### config.mk
export PLATFORM = sky130hd
export DESIGN_NAME = sliding_window_range_flat
export DESIGN_NICKNAME = d
export VERILOG_FILES = /design/src/hdl/swr_pkg.sv /design/src/hdl/swr_if.sv /design/src/hdl/swr_cell.sv /design/src/hdl/swr_tree.sv /design/src/hdl/sliding_window_range.sv /design/src/flat_wrapper.sv
export SDC_FILE = /design/constraint.sdc
export NUM_CORES = 2
export LEC_CHECK = 0
export ABC_AREA = 0
export BUFFER_PORTS_ARGS = -buffer_cell sky130_fd_sc_hd__buf_2
export CAP_MARGIN = 10
export CORE_UTILIZATION = 50
export CTS_BUF_LIST = sky130_fd_sc_hd__clkbuf_4 sky130_fd_sc_hd__clkbuf_8 sky130_fd_sc_hd__clkbuf_16
export CTS_CLUSTER_SIZE = 8
export DETAILED_ROUTE_END_ITERATION = 6
export GPL_ROUTABILITY_DRIVEN = 0
export HOLD_SLACK_MARGIN = 0.08
export PLACE_DENSITY = 0.68
export SYNTH_ARGS = -nofsm -noshare
export SYNTH_HDL_FRONTEND = slang
export SYNTH_SLANG_ARGS = --single-unit
### constraint.sdc
create_clock -name clk -period 37.2 [get_ports clk]
set_input_delay 3.72 -clock clk [delete_from_list [all_inputs] [get_ports clk]]
set_output_delay 3.72 -clock clk [all_outputs]
set_load 0.02 [all_outputs]
### src/hdl/swr_pkg.sv
package swr_pkg;

	// store depth, a power of two so the reduction tree stays balanced
	localparam int MAX_WINDOW  = 16;
	localparam int SAMPLE_BITS = 32;
	localparam int RANGE_BITS  = 32;
	localparam int SPAN_BITS   = 4;
	localparam int IDX_W       = $clog2(MAX_WINDOW);
	localparam int LEVELS      = $clog2(MAX_WINDOW);

	localparam logic [SPAN_BITS-1:0] SPAN_RESET = SPAN_BITS'(3);

	typedef logic signed [SAMPLE_BITS-1:0] sample_t;
	typedef logic [RANGE_BITS-1:0]         range_t;
	typedef logic [SPAN_BITS-1:0]          span_t;
	typedef logic [IDX_W-1:0]              idx_t;

	localparam sample_t SAMPLE_MIN = {1'b1, {(SAMPLE_BITS-1){1'b0}}};
	localparam sample_t SAMPLE_MAX = {1'b0, {(SAMPLE_BITS-1){1'b1}}};

	typedef struct packed {
		logic shift;
		logic clr;
	} swr_cell_ctl_t;

endpackage

### src/hdl/swr_if.sv
interface swr_in_if;
	import swr_pkg::*;
	logic    valid;
	logic    ready;
	sample_t sample;
	logic    stream_end;

	modport source (output valid, output sample, output stream_end, input ready);
	modport sink (input valid, input sample, input stream_end, output ready);
endinterface

interface swr_out_if;
	import swr_pkg::*;
	logic   valid;
	logic   ready;
	range_t range_value;
	logic   last_result;

	modport source (output valid, output range_value, output last_result, input ready);
	modport sink (input valid, input range_value, input last_result, output ready);
endinterface

### src/hdl/swr_cell.sv
module swr_cell
	import swr_pkg::*;
(
	input  logic          clk,
	input  logic          arst_n,
	input  swr_cell_ctl_t ctl,
	input  sample_t       prev_sample,
	input  logic          prev_vld,
	output sample_t       sample,
	output logic          vld
);

	sample_t sample_q;
	logic    vld_q;

	// membership bit: dropped when the previous stream has ended
	always_ff @(posedge clk or negedge arst_n) begin
		if (!arst_n) begin
			vld_q <= 1'b0;
		end else if (ctl.shift) begin
			vld_q <= prev_vld & ~ctl.clr;
		end
	end

	always_ff @(posedge clk) begin
		if (ctl.shift) begin
			sample_q <= prev_sample;
		end
	end

	assign sample = sample_q;
	assign vld    = vld_q;

endmodule

### src/hdl/swr_tree.sv
module swr_tree
	import swr_pkg::*;
(
	input  logic                  clk,
	input  logic                  arst_n,
	input  logic                  adv,
	input  logic                  in_vld,
	input  logic                  in_last,
	input  span_t                 span,
	input  sample_t               cell_sample [MAX_WINDOW],
	input  logic [MAX_WINDOW-1:0] cell_vld,
	output logic                  out_vld,
	output logic                  out_last,
	output sample_t               hi,
	output sample_t               lo
);

	sample_t leaf_hi [MAX_WINDOW];
	sample_t leaf_lo [MAX_WINDOW];
	sample_t node_hi_s [MAX_WINDOW-1];
	sample_t node_lo_s [MAX_WINDOW-1];
	logic    vld_s [LEVELS];
	logic    last_s [LEVELS];
	idx_t    span_idx;
	logic    full;

	// window end clipped to the store depth
	assign span_idx = (int'(span) > MAX_WINDOW - 1) ? idx_t'(MAX_WINDOW - 1) : idx_t'(span);
	assign full     = cell_vld[span_idx];

	for (genvar i = 0; i < MAX_WINDOW; i++) begin : g_leaf
		logic use_leaf;
		assign use_leaf   = cell_vld[i] && (i <= int'(span));
		assign leaf_hi[i] = use_leaf ? cell_sample[i] : SAMPLE_MIN;
		assign leaf_lo[i] = use_leaf ? cell_sample[i] : SAMPLE_MAX;
	end

	// heap order: node n has children 2n+1 and 2n+2, leaves follow the last node
	for (genvar n = 0; n < MAX_WINDOW - 1; n++) begin : g_node
		localparam int LC = 2 * n + 1;
		localparam int RC = 2 * n + 2;
		sample_t a_hi, a_lo, b_hi, b_lo;
		if (LC >= MAX_WINDOW - 1) begin : g_from_leaf
			assign a_hi = leaf_hi[LC - (MAX_WINDOW - 1)];
			assign a_lo = leaf_lo[LC - (MAX_WINDOW - 1)];
			assign b_hi = leaf_hi[RC - (MAX_WINDOW - 1)];
			assign b_lo = leaf_lo[RC - (MAX_WINDOW - 1)];
		end else begin : g_from_node
			assign a_hi = node_hi_s[LC];
			assign a_lo = node_lo_s[LC];
			assign b_hi = node_hi_s[RC];
			assign b_lo = node_lo_s[RC];
		end
		always_ff @(posedge clk) begin
			if (adv) begin
				node_hi_s[n] <= (a_hi > b_hi) ? a_hi : b_hi;
				node_lo_s[n] <= (a_lo < b_lo) ? a_lo : b_lo;
			end
		end
	end

	always_ff @(posedge clk or negedge arst_n) begin
		if (!arst_n) begin
			for (int k = 0; k < LEVELS; k++) begin
				vld_s[k] <= 1'b0;
			end
		end else if (adv) begin
			vld_s[0] <= in_vld && (full || in_last);
			for (int k = 1; k < LEVELS; k++) begin
				vld_s[k] <= vld_s[k-1];
			end
		end
	end

	always_ff @(posedge clk) begin
		if (adv) begin
			last_s[0] <= in_last;
			for (int k = 1; k < LEVELS; k++) begin
				last_s[k] <= last_s[k-1];
			end
		end
	end

	assign out_vld  = vld_s[LEVELS-1];
	assign out_last = last_s[LEVELS-1];
	assign hi       = node_hi_s[0];
	assign lo       = node_lo_s[0];

`ifndef SYNTHESIS
	// a stream end entering the tree always yields a result
	a_last_result: assert property (@(posedge clk) disable iff (!arst_n)
		adv && in_vld && in_last |=> vld_s[0])
		else $error("stream end produced no result");

	// the tree output holds while the pipe is stalled
	a_hold: assert property (@(posedge clk) disable iff (!arst_n)
		!adv |=> $stable(out_vld))
		else $error("tree output moved during a stall");

	// a finished result never has its maximum below its minimum
	a_order: assert property (@(posedge clk) disable iff (!arst_n)
		out_vld |-> hi >= lo)
		else $error("window maximum below window minimum");
`endif

endmodule

### src/hdl/sliding_window_range.sv
// sliding window range: maximum minus minimum over the last window_span + 1
// samples of a stream of signed samples
//
// din carries one sample per beat with stream_end marking the final sample
// of a stream; dout carries range_value and last_result, one beat for each
// sample once the window has filled, and one for the final sample of a
// stream that ended before filling (range over all samples of that stream)
// cfg_wr_en / cfg_wr_data write window_span; write it only while idle
//
// throughput: one sample per clock; din.ready drops only while a finished
// result sits in the output register and dout.ready is low
// a result reaches dout through the cell, which takes the sample at the
// accepting edge, then the registered max/min tree and the output register
// that holds the subtract
// a stall on dout freezes the whole pipe, chain included, so nothing drops
// reset clears all cell membership bits, the pipe valids and sets
// window_span to 3; the sample registers themselves are not cleared
module sliding_window_range
	import swr_pkg::*;
(
	input  logic           clk,
	input  logic           arst_n,
	input  logic           cfg_wr_en,
	input  span_t          cfg_wr_data,
	swr_in_if.sink         din,
	swr_out_if.source      dout
);

	span_t                 window_span_q;
	logic                  adv;
	logic                  accept;
	logic                  clr_q;
	logic                  vld_s0;
	logic                  last_s0;
	sample_t               cell_sample [MAX_WINDOW];
	logic [MAX_WINDOW-1:0] cell_vld;
	swr_cell_ctl_t         cell_ctl [MAX_WINDOW];
	logic                  tree_vld;
	logic                  tree_last;
	sample_t               tree_hi;
	sample_t               tree_lo;
	logic                  out_vld_q;
	range_t                range_q;
	logic                  last_q;

	// whole pipe moves unless a result is held in the output register
	assign adv       = !out_vld_q || dout.ready;
	assign din.ready = adv;
	assign accept    = din.valid && adv;

	always_ff @(posedge clk or negedge arst_n) begin
		if (!arst_n) begin
			window_span_q <= SPAN_RESET;
		end else if (cfg_wr_en) begin
			window_span_q <= cfg_wr_data;
		end
	end

	// clr_q remembers that the newest sample in the chain closed its stream,
	// so the older cells drop out of the window on the next beat
	always_ff @(posedge clk or negedge arst_n) begin
		if (!arst_n) begin
			clr_q  <= 1'b0;
			vld_s0 <= 1'b0;
		end else begin
			if (accept) begin
				clr_q <= din.stream_end;
			end
			if (adv) begin
				vld_s0 <= accept;
			end
		end
	end

	always_ff @(posedge clk) begin
		if (accept) begin
			last_s0 <= din.stream_end;
		end
	end

	// cell chain: newest sample in cell 0, each beat every cell hands its
	// sample to the next one
	for (genvar i = 0; i < MAX_WINDOW; i++) begin : g_cell
		sample_t prev_sample;
		logic    prev_vld;
		if (i == 0) begin : g_head
			assign prev_sample      = din.sample;
			assign prev_vld         = 1'b1;
			assign cell_ctl[i].clr  = 1'b0;
		end else begin : g_body
			assign prev_sample      = cell_sample[i-1];
			assign prev_vld         = cell_vld[i-1];
			assign cell_ctl[i].clr  = clr_q;
		end
		assign cell_ctl[i].shift = accept;

		swr_cell u_cell (
			.clk         (clk),
			.arst_n      (arst_n),
			.ctl         (cell_ctl[i]),
			.prev_sample (prev_sample),
			.prev_vld    (prev_vld),
			.sample      (cell_sample[i]),
			.vld         (cell_vld[i])
		);
	end

	// registered max/min reduction over the window cells
	swr_tree u_tree (
		.clk         (clk),
		.arst_n      (arst_n),
		.adv         (adv),
		.in_vld      (vld_s0),
		.in_last     (last_s0),
		.span        (window_span_q),
		.cell_sample (cell_sample),
		.cell_vld    (cell_vld),
		.out_vld     (tree_vld),
		.out_last    (tree_last),
		.hi          (tree_hi),
		.lo          (tree_lo)
	);

	// output register: range wraps to its width, exact for 32-bit samples
	always_ff @(posedge clk or negedge arst_n) begin
		if (!arst_n) begin
			out_vld_q <= 1'b0;
		end else if (adv) begin
			out_vld_q <= tree_vld;
		end
	end

	always_ff @(posedge clk) begin
		if (adv) begin
			range_q <= RANGE_BITS'($unsigned(tree_hi) - $unsigned(tree_lo));
			last_q  <= tree_last;
		end
	end

	assign dout.valid       = out_vld_q;
	assign dout.range_value = range_q;
	assign dout.last_result = last_q;

`ifndef SYNTHESIS
	// members of the current stream always form a run starting at cell 0
	a_vld_prefix: assert property (@(posedge clk) disable iff (!arst_n)
		((cell_vld + MAX_WINDOW'(1)) & cell_vld) == '0)
		else $error("cell membership bits not contiguous");

	// a beat after a stream end leaves only the new sample in the window
	a_stream_restart: assert property (@(posedge clk) disable iff (!arst_n)
		accept && clr_q |=> cell_vld == MAX_WINDOW'(1))
		else $error("old stream samples kept after stream end");

	// the newest cell is always a member once a beat has entered
	a_head_valid: assert property (@(posedge clk) disable iff (!arst_n)
		accept |=> cell_vld[0])
		else $error("newest sample not marked in window");
`endif

endmodule
### src/flat_wrapper.sv
// flat-port wrapper written by rule: the top's interface ports become plain ports
module sliding_window_range_flat import swr_pkg::*;
  (clk, arst_n, cfg_wr_en, cfg_wr_data, din_valid, din_sample, din_stream_end, din_ready, dout_valid, dout_range_value, dout_last_result, dout_ready);
  swr_in_if din_i ();
  swr_out_if dout_i ();
  input  logic clk;
  input  logic arst_n;
  input  logic cfg_wr_en;
  input  span_t cfg_wr_data;
  input wire logic [$bits(din_i.valid)-1:0] din_valid;
  input wire logic [$bits(din_i.sample)-1:0] din_sample;
  input wire logic [$bits(din_i.stream_end)-1:0] din_stream_end;
  output wire logic [$bits(din_i.ready)-1:0] din_ready;
  output wire logic [$bits(dout_i.valid)-1:0] dout_valid;
  output wire logic [$bits(dout_i.range_value)-1:0] dout_range_value;
  output wire logic [$bits(dout_i.last_result)-1:0] dout_last_result;
  input wire logic [$bits(dout_i.ready)-1:0] dout_ready;
  assign din_i.valid = din_valid;
  assign din_i.sample = din_sample;
  assign din_i.stream_end = din_stream_end;
  assign din_ready = din_i.ready;
  assign dout_valid = dout_i.valid;
  assign dout_range_value = dout_i.range_value;
  assign dout_last_result = dout_i.last_result;
  assign dout_i.ready = dout_ready;
  sliding_window_range u_core (.clk(clk), .arst_n(arst_n), .cfg_wr_en(cfg_wr_en), .cfg_wr_data(cfg_wr_data), .din(din_i), .dout(dout_i));
endmodule
==> reports/results.ini <==
[run_status]
outcome = complete, no violations

[critical_path]
start_kind = input pin
critical_path_arrival_ns = 4.96
path_cells = buf_2 > nor2b_1 > clkinvlp_4 > buf_2
required_ns = 33.48
cp-end-kind = output port
critical-path-slowest-cell = nor2b_1
critical_path_buf_inv_count = 3
crit_type = input pin to output port
crit_top_cell = buf_2
crit_fanout = 7
max_stage_delay_ns = 0.47
critPathTopFamily = buffers and inverters

[clocking]
cts_tree = built
ctsLongestPathBuffers = 3
ctsHtreeMaxLevel = 4
numCtsBuffers = 212
postCtsSetupBuffers = 0
root_buffer = clkbuf_16
cts.repair.resized = 0
clock-sinks = 1537
clk-insertion-delay-late_ns = 0.86
cts_hold_buf = 0
clkTransAtPathRegs_ns = 0.05

[timing]
finalCritPeriodShare_pct = 23.33
slew_headroom_pct = 14.95
grt_setup_unrepaired = false
fin_setup_tns_ns = 0
maxSlewViolCount = 0
fin_skew_ns = 0.04900
finalHoldViolCount = 0
tightestPinTransition_ns = 1.249
fin_crit_ns = 8.677
clock.fmax_mhz = 115.2
hold_slack_ns = 0.4118
setup_viol_count_final = 0

[finish]
nNetsFinal = 9088
drive_above_1_share_pct = 11.09
seq_area_mm2 = 0.04602
multiInputGateArea_mm2 = 0.04005
num-fill-cells = 14630
area_delta_synth_final_pct = 9.794

[routing]
ant_nets = 0
avgRoutedWirePerCell_um = 24.07
drc_errors = 0
viasPerCell = 6.041
drt-total-wl_mm = 251.9
drtPass1Iterations = 6
drt_iter0_markers = 6950
route.vias.total = 63230

[power]
pwr-share-clk_pct = 22.5
leakagePower_nw = 43.00
power_mw = 7.815
p_int_mw = 4.783
seqPwrFrac_pct = 37.6
power_frac_comb_pct = 40.0
irDropWorstVdd_mv = 0.05822
powerDensity_mw_per_mm2 = 78.73
p_sw_mw = 3.032
swShare_pct = 38.79

[floorplanning]
ioPinCount = 77
core_mm2 = 0.1790
dieWidth_um = 427.2
die_h_um = 427.2
die-area_mm2 = 0.1825
start_util_pct = 50.51
num_rows = 155

[synthesis]
synth_area_leader_cell = edfxtp_1
synth_edf_count = 1510
synth_flop_cell = edfxtp_1
yosys_warnings = 0
synth_nets = 9033
synth.top_cell.area_share_pct = 50.16
avgSynthCellArea_um2 = 11.28
yosysSeqAreaShare_pct = 50.91
synth-seq-cells = 1537
synth_area_leaders = edfxtp_1, ha_1, mux2_2
syn_inst = 8014
synth_cell_types = 76
synthArstFlopShare_pct = 1.757
syn-cell-area_mm2 = 0.09041

[global_route]
antenna_found_initial = 21
grt_pass1_wl_mm = 373.7
use_met3_pct = 4.215
met1_usage_pct = 36.83
overflow = 0
busiest_layer = met2
grtUsageMet2_pct = 42.26
grt_pass1_vias = 61430
grt_max_degree = 179
grt_usage_pct = 27.31

[flow_run]
max-cap-violations = 0

[place]
portBuffers = 76
dp_hpwl_mm = 190.1

[worst_hold_path]
min_path_type = flop to flop

power by group through the flow:
stage / registers (mW) / logic (mW) / clock network (mW)
finish: 2.94 / 3.12 / 1.76
floorplan: 2.95 / 2.14 / 0
global placement: 2.93 / 2.97 / 0
global route: 2.97 / 3.36 / 1.85
detailed placement: 2.95 / 3.05 / 0
CTS: 2.92 / 3.08 / 1.78
registers in the layout, summed over array words and instances, names as in the netlist:
signal                       flops
u_core.u_tree.node_hi_s        480
u_core.dout.valid                1
u_core.u_tree.node_lo_s        480
u_core.g_cell.u_cell.vld        16
u_core.g_cell.u_cell.sample    512
u_core.last_s0                   1
u_core.u_tree.out_vld            1
u_core.clr_q                     1
u_core.dout.range_value         32
u_core.dout.last_result          1
u_core.u_tree.vld_s              3
u_core.vld_s0                    1
u_core.window_span_q             4
u_core.u_tree.last_s             4
kinds of logic after synthesis:
kind of cell | count (synthesis) | synth area share (%)
buf+inv | 1217 | 5.133
flops | 1537 | 50.91
xor+xnor | 28 | 0.2713
simple gates | 2086 | 10.77
fa+ha+maj | 977 | 13.53
mux | 721 | 8.618
compound gates | 1448 | 10.77
layout make-up:
type                            count  area share, %
Timing Repair Buffer              161          1.079
Tap cell                         2355          2.969
Clock inverter                     21         0.3265
Antenna cell                        6        0.01513
Sequential cell                  1537          46.37
Clock buffer                      230          5.498
Inverter                          897          3.403
Multi-Input combinational cell   5260          40.34
layer usage:
layer | part of all wire [%] | vias to the layer above
li1 | - | 29330
met1 | 42 | 30880
met2 | 45 | 2488
met3 | 7.4 | 526
met4 | 5.9 | 8
met5 | 0.020 | -
cells in the final DEF (no fill, tap or decap), types with 35 or more instances in the layout:
cell	Yosys	final
nand3_1	91	89
o21ai_0	222	222
buf_4	3	81
ha_1	976	973
inv_1	897	895
mux2_2	419	419
o211ai_1	35	35
clkbuf_16	0	213
and3_1	53	52
edfxtp_1	1510	1510
o31ai_1	40	38
a21oi_1	379	374
buf_2	49	76
nor2_1	670	667
a211oi_1	75	73
nand2_1	589	589
nor3_1	107	104
a221oi_1	40	40
and2_1	101	100
o21a_1	42	41
nor2b_1	117	116
a22oi_1	37	37
nand2b_1	76	76
mux2i_1	298	292
nand4_1	180	180
a21o_1	275	275
a22o_1	93	93
Yosys cell counts, drive strengths merged (76+ instances only):
library cell and instances:
clkbuf 244, mux2i 298, ha 976, a21oi 379, nand3 91, inv 897, edfxtp 1510, nor2b 117
buf 76, nand2 589, nor2 670, nor3 107, mux2 419, nand2b 76, o21ai 231, a211oi 76
a21o 275, nand4 180, and2 102, a22o 93
worst paths after layout:
check	from	to	slack (ns)	cells past startpoint
setup / recovery	dout_ready	din_ready	28.52	4
hold / removal	u_core.u_tree.last_s[3]	u_core.dout.last_result	0.41	0
setup reg to reg	u_core.dout.valid	u_core.u_tree.node_lo_s[0][35]	31.69	7
hold reg to reg	u_core.u_tree.last_s[3]	u_core.dout.last_result	0.41	0
max in group asynchronous	arst_n	u_core.g_cell[0].u_cell.vld	33.83	1
min in group asynchronous	arst_n	u_core.clr_q	2.92	1
metrics by stage:
stage	cells	area (um^2)	setup slack, ns	util, %
detailed placement	10210	93420	28.14	52.19
finish	10470	99260	28.52	55.45
floorplan	8014	90410	6.766	-
global placement	10210	93420	28.22	52.19
global route	10460	99250	28.40	55.44
CTS	10460	99200	28.41	55.42
No activity file was read; power rests on OpenSTA's default activity.
